### src/hdl/pss_pkg.sv
// ============================================================================
// pss_pkg: shared types and constants for the PSS1A stabilizer
// Holds the payload structs, fixed-point constants and datapath commands.
// ============================================================================
package pss_pkg;

  localparam int unsigned DW = 24;
  localparam int unsigned FB = 18;

  // One input word.
  typedef struct packed {
    logic signed [DW-1:0] speed_dev;
    logic signed [DW-1:0] active_power;
    logic signed [DW-1:0] volt_d;
    logic signed [DW-1:0] volt_q;
    logic                 load_init;
  } pss_in_t;

  // One result word.
  typedef struct packed {
    logic signed [DW-1:0] stabilizer_out;
    logic [1:0]           limit_hit;
  } pss_out_t;

  localparam logic [1:0] LIMIT_NONE  = 2'd0;
  localparam logic [1:0] LIMIT_UPPER = 2'd1;
  localparam logic [1:0] LIMIT_LOWER = 2'd2;

  localparam logic [2:0] REG_KW    = 3'd0;
  localparam logic [2:0] REG_KP    = 3'd1;
  localparam logic [2:0] REG_KV    = 3'd2;
  localparam logic [2:0] REG_R1    = 3'd3;
  localparam logic [2:0] REG_R2    = 3'd4;
  localparam logic [2:0] REG_TW    = 3'd5;
  localparam logic [2:0] REG_STEPS = 3'd6;
  localparam logic [2:0] REG_LIMS  = 3'd7;

  localparam logic signed [DW-1:0] MAXV = {1'b0, {(DW-1){1'b1}}};
  localparam logic signed [DW-1:0] MINV = {1'b1, {(DW-1){1'b0}}};
  localparam logic signed [DW-1:0] ONEV = DW'(1) << FB;

  // Datapath micro-operations issued by the controller.
  typedef enum logic [4:0] {
    OP_NOP,
    OP_LOAD,     // latch input word, clear root
    OP_SQRT,     // one root bit
    OP_MAG,      // store magnitude
    OP_SUMC,     // start current sum with Kw*speed
    OP_SUMC2,    // add Kp*power
    OP_SUMC3,    // add Kv*mag
    OP_SUML,     // previous sum, three steps
    OP_SUML2,
    OP_SUML3,
    OP_U,        // u = S + washout
    OP_Y1,       // y1 = lead1 + r1*u
    OP_NW,       // nw = washout - tw*u
    OP_AU,       // t = A*u - lead1
    OP_N1,       // n1 = lead1 + s2*t
    OP_BY,       // t = B*y1 - lead2
    OP_N2,       // n2 = lead2 + s4*t
    OP_COMMIT,   // states take new values, uc
    OP_YC,       // yc = lead1 + r1*uc
    OP_VS,       // vs = lead2 + r2*yc, clamp
    OP_INIT      // steady state load
  } pss_op_e;

  typedef struct packed {
    pss_op_e     op;
    logic [4:0]  bit_idx;
  } pss_cmd_t;

  // Saturate a wide value to DW bits.
  function automatic logic signed [DW-1:0] sat(input logic signed [DW+1:0] x);
    logic signed [DW-1:0] r;
    if (x > (DW+2)'(MAXV)) r = MAXV;
    else if (x < (DW+2)'(MINV)) r = MINV;
    else r = x[DW-1:0];
    return r;
  endfunction

  // Fixed-point product, floor shift then saturate.
  function automatic logic signed [DW-1:0] fmul(input logic signed [DW:0] a,
                                                input logic signed [DW:0] b);
    logic signed [2*DW+1:0] p;
    logic signed [2*DW+1:0] s;
    logic signed [DW-1:0]   r;
    p = a * b;
    s = p >>> FB;
    if (s > (2*DW+2)'(MAXV)) r = MAXV;
    else if (s < (2*DW+2)'(MINV)) r = MINV;
    else r = s[DW-1:0];
    return r;
  endfunction

endpackage

### src/hdl/pss_ctrl.sv
// ============================================================================
// pss_ctrl: sequencer for the stabilizer
// Steps the datapath through root, sums, filter update and output.
// ============================================================================
module pss_ctrl import pss_pkg::*; (
  input  logic     clk_i,
  input  logic     rst_ni,
  input  logic     in_valid_i,
  output logic     in_ready_o,
  input  logic     init_i,
  output logic     out_valid_o,
  input  logic     out_ready_i,
  output pss_cmd_t cmd_o
);

  typedef enum logic [1:0] {S_IDLE, S_RUN, S_DONE} state_e;

  state_e     state_q;
  pss_op_e    op_q;
  logic [4:0] bit_q;
  logic       init_q;
  logic       out_valid_q;
  logic       stall;

  // The step that writes the result waits while an older result is held.
  assign stall = out_valid_q && !out_ready_i && (op_q == OP_VS || op_q == OP_INIT);

  assign in_ready_o  = (state_q == S_IDLE);
  assign out_valid_o = out_valid_q;

  // The word is latched at the accepting edge; later steps follow op_q.
  always_comb begin
    cmd_o.bit_idx = bit_q;
    case (state_q)
      S_IDLE:  cmd_o.op = in_valid_i ? OP_LOAD : OP_NOP;
      S_RUN:   cmd_o.op = stall ? OP_NOP : op_q;
      default: cmd_o.op = OP_NOP;
    endcase
  end

  // Sequence state and output valid.
  always_ff @(posedge clk_i or negedge rst_ni) begin
    if (!rst_ni) begin
      state_q <= S_IDLE; op_q <= OP_NOP; bit_q <= '0;
      init_q <= 1'b0; out_valid_q <= 1'b0;
    end else begin
      if (out_valid_q && out_ready_i && state_q != S_DONE) out_valid_q <= 1'b0;
      case (state_q)
        S_IDLE: begin
          if (in_valid_i) begin
            state_q <= S_RUN; op_q <= OP_SQRT; bit_q <= 5'(DW-1); init_q <= init_i;
          end
        end
        S_RUN: begin
          case (op_q)
            OP_SQRT: begin
              if (bit_q == '0) op_q <= OP_MAG;
              else bit_q <= bit_q - 5'd1;
            end
            OP_MAG:   op_q <= OP_SUMC;
            OP_SUMC:  op_q <= OP_SUMC2;
            OP_SUMC2: op_q <= OP_SUMC3;
            OP_SUMC3: op_q <= init_q ? OP_INIT : OP_SUML;
            OP_SUML:  op_q <= OP_SUML2;
            OP_SUML2: op_q <= OP_SUML3;
            OP_SUML3: op_q <= OP_U;
            OP_U:     op_q <= OP_Y1;
            OP_Y1:    op_q <= OP_NW;
            OP_NW:    op_q <= OP_AU;
            OP_AU:    op_q <= OP_N1;
            OP_N1:    op_q <= OP_BY;
            OP_BY:    op_q <= OP_N2;
            OP_N2:    op_q <= OP_COMMIT;
            OP_COMMIT: op_q <= OP_YC;
            OP_YC:    op_q <= OP_VS;
            default: begin
              if (!stall) state_q <= S_DONE;
            end
          endcase
        end
        S_DONE: begin
          out_valid_q <= 1'b1; state_q <= S_IDLE;
        end
        default: state_q <= S_IDLE;
      endcase
    end
  end

endmodule
### config.mk
export PLATFORM = sky130hd
export DESIGN_NAME = pss_ctrl
export DESIGN_NICKNAME = d
export VERILOG_FILES = /design/src/hdl/pss_pkg.sv /design/src/hdl/pss_ctrl.sv
export SDC_FILE = /design/constraint.sdc
export NUM_CORES = 1
export LEC_CHECK = 0
export BUFFER_PORTS_ARGS = -buffer_cell sky130_fd_sc_hd__buf_4
export CAP_MARGIN = 25
export CORE_UTILIZATION = 57
export DETAILED_ROUTE_END_ITERATION = 12
export GPL_TIMING_DRIVEN = 0
export PLACE_DENSITY_LB_ADDON = 0.2
export SYNTH_ARGS = -nofsm -noshare
export SYNTH_HDL_FRONTEND = slang
export SYNTH_SLANG_ARGS = --single-unit
### constraint.sdc
create_clock -name clk_i -period 3.4 [get_ports clk_i]
set_clock_uncertainty 0.2 [all_clocks]
set_input_delay 0.51 -clock clk_i [delete_from_list [all_inputs] [get_ports clk_i]]
set_output_delay 0.51 -clock clk_i [all_outputs]
set_load 0.05 [all_outputs]
==> results.tsv <==
metric	value	unit
PortBufs	16	
synthesized-area fraction occupied by adder cells	0.0271	
P per Cell Area	987	mW/mm2
multiplexer share of the synthesized area	0	
final worst-path cycle share	0.789	
WS Path Type	reg2out	
CP peak stage delay	530	ps
Final HPWL DP	1430	um
Syn-to-layout area delta	20.2	%
first-pass GRT wire length	3280	um
pin count of the biggest net entering global routing	15	
Critical Path RT	2690	ps
DRC	0	
YS warnings	0	
area leader, netlist	dfrtp_1	
CP Max Fanout	6	
Post-DRT Antenna Nets	0	
via count	874	
crit path DAT	1970	ps
antenna violations before repair	0	
Mean Syn Cell Area	8.38	um2
Buf+Inv Stages, Crit Path	1	
P_leak	0.468	nW
syn_nets	117	
run status	complete, no violations	
fin. max-slew vios	0	
Initial Utilization	0.612	
post-synthesis simple-gate area fraction	0.318	
Hold Slack	225	ps
GPL Wtd Cong	0.885	
clock latency on the worst-skew pair	270	ps
Startpoint Class	flip-flop	
Sink Count	14	
GRT Resource Usage Total	0.237	
cts hold-fix bufs	1	
Cell Area, Synth	922	um2
total wire length	1950	um
First-pass DRT Iterations	4	
Yosys top cell area share	0.380	
Final Setup Violations	0	
core box area	0.00151	mm2
fmax	0.373	GHz
commonest cells after routing, fill and taps aside	16 x buf_4, 14 x dfrtp_1, 11 x nand2_1, 9 x nor2_1	
vias in the first global route	754	
die area	0.00178	mm2
layout cells sized above 1	0.176	
synth top area cells	dfrtp_1 38%, nand2_1 4.5%, o21ai_0 3.8%	
diodes inserted	0	
TritonCTS clock tree	yes	
DR iter-0 viols	34	
Root Buffer	clkbuf_4	
worst relative slew slack	0.688	
shortest period the worst path allows	2680	ps
Worst Hold Class	in2reg	
CTS clk-pin slew, worst paths	80	ps
Max Buffers Root-to-Sink	2	
DR vias/cell	5.95	
CP max stage cell	a2111oi_4	
sequential area share after synthesis	0.380	
pin slew with the least headroom to its limit	468	ps
Top delay family on crit path	compound AO/OA/AOI/OAI gates	
Max Cap Violations	0	
Setup TNS	0	ps
CTS Buf Count	3	
Post-Synth XOR/XNOR Area	0.0190	
largest family of logic cells by synthesized area	simple AND/OR/NAND/NOR gates	
synthesized instance count	110	
I/O pin count	17	
complex-gate fraction of the synthesized area	0.204	
DIE WIDTH	42.2	um
RSZ-0062 raised after global routing	false	
post-cts gate resize count	0	
#FFs+latches synth	14	
most common cell after layout, fill and taps aside	buf_4	
Critical Path, Cell by Cell	or3b_1 -> a2111oi_4 -> o31ai_1 -> buf_4	
Setup Fix Bufs, Post-CTS	0	
Inst Count DP	142	
Final Hold Violating Endpoints	0	
Cell Rows	14	
final core occ	0.736	
# nets final	139	
die height	42.2	um
Cell Count, Final, Fillers Out	147	
CTS H-tree depth	1	
Critical Path Sink Type	output port	
number of distinct library cells after synthesis	36	
gr ovfl total	0	
DR WL/cell	13.3	um
VDD IR max	0.701	mV
[registers in the layout, summed over array words and instances, names as in the netlist]
register     cells
bit_q            5
state_q          2
out_valid_o      1
init_q           1
op_q             5
[cell usage after synthesis (all sizes together)]
library cell,n
nand4,3
o21ai,8
inv,7
nand2b,5
nor3b,2
or2,1
or4b,1
a31oi,2
o22ai,2
a211o,2
or3b,1
a2111oi,1
o31ai,2
xor2,2
and2,2
o21a,1
nor2,9
clkbuf,6
a21oi,6
nand4b,1
o311ai,1
nand3b,1
nand3,4
o22a,1
a211oi,1
ha,2
nor4b,1
dfrtp,14
and3b,1
nand2,11
nor2b,1
nor3,5
nor4,1
or3,2
[metrics by stage]
step                      setup slack [ps]  total power, mW  area, um2
after floorplan                        673            0.799        922
after global placement                1040            0.957       1060
after detailed placement              1030            0.967       1060
after CTS                              722             1.09       1110
after global routing                   584             1.17       1110
final                                  717             1.09       1110
[final cells by class]
type	instances	area [um2]
buffer	6	22.5
clock buffer	4	36.3
fill	122	398
inverter	7	26.3
multi-input combinational	83	523
sequential	14	350
tap	16	20.0
timing repair buffer	17	130
[power breakdown]
group	leakage [nW]	switching (mW)	internal [mW]
clock network	0.0210	0.0538	0.0650
registers	0.164	0.0627	0.223
logic	0.283	0.466	0.224
total	0.468	0.582	0.512
[logic make-up (layout without fill, tap and decap cells)]
kind of cell    Yosys count  in the layout
compound gates           27             27
fa+ha+maj                 2              2
simple gates             52             52
xor+xnor                  2              2
flops                    14             14
buf+inv                  13             34
[worst reg2reg max path: stages, from the launching register on]
cell and delay, ps:
dfrtp_1 430, clkbuf_1 230, nor4_1 410, a211oi_1 130
or2_1 310, o22a_1 210
[worst paths after layout]
| kind | from | endpoint | slack (ps) | cells past startpoint |
|---|---|---|---|---|
| max reg2reg | op_q[1]$_DFFE_PN0P_ | op_q[1]$_DFFE_PN0P_ | 1380 | 5 |
| min in group asynchronous | rst_ni | state_q[0]$_DFFE_PN0P_ | 430 | 2 |
| min | init_i | init_q$_DFFE_PN0P_ | 220 | 3 |
| max | op_q[0]$_DFFE_PN0P_ | cmd_o[5] | 720 | 4 |
| max in group asynchronous | rst_ni | op_q[3]$_DFFE_PN0P_ | 2400 | 2 |
| min reg2reg | state_q[0]$_DFFE_PN0P_ | out_valid_o$_DFFE_PN0P_ | 340 | 1 |
[metal layers]
layer / GRT usage / part of all wire / vias up
li1: - / - / 437
met1: 0.331 / 0.47 / 396
met2: 0.394 / 0.47 / 39
met3: 0.0259 / 0.058 / 2
met4: 0.0563 / 0.0031 / 0
met5: 0 / 0 / -
No activity file was read; power rests on OpenSTA's default activity.
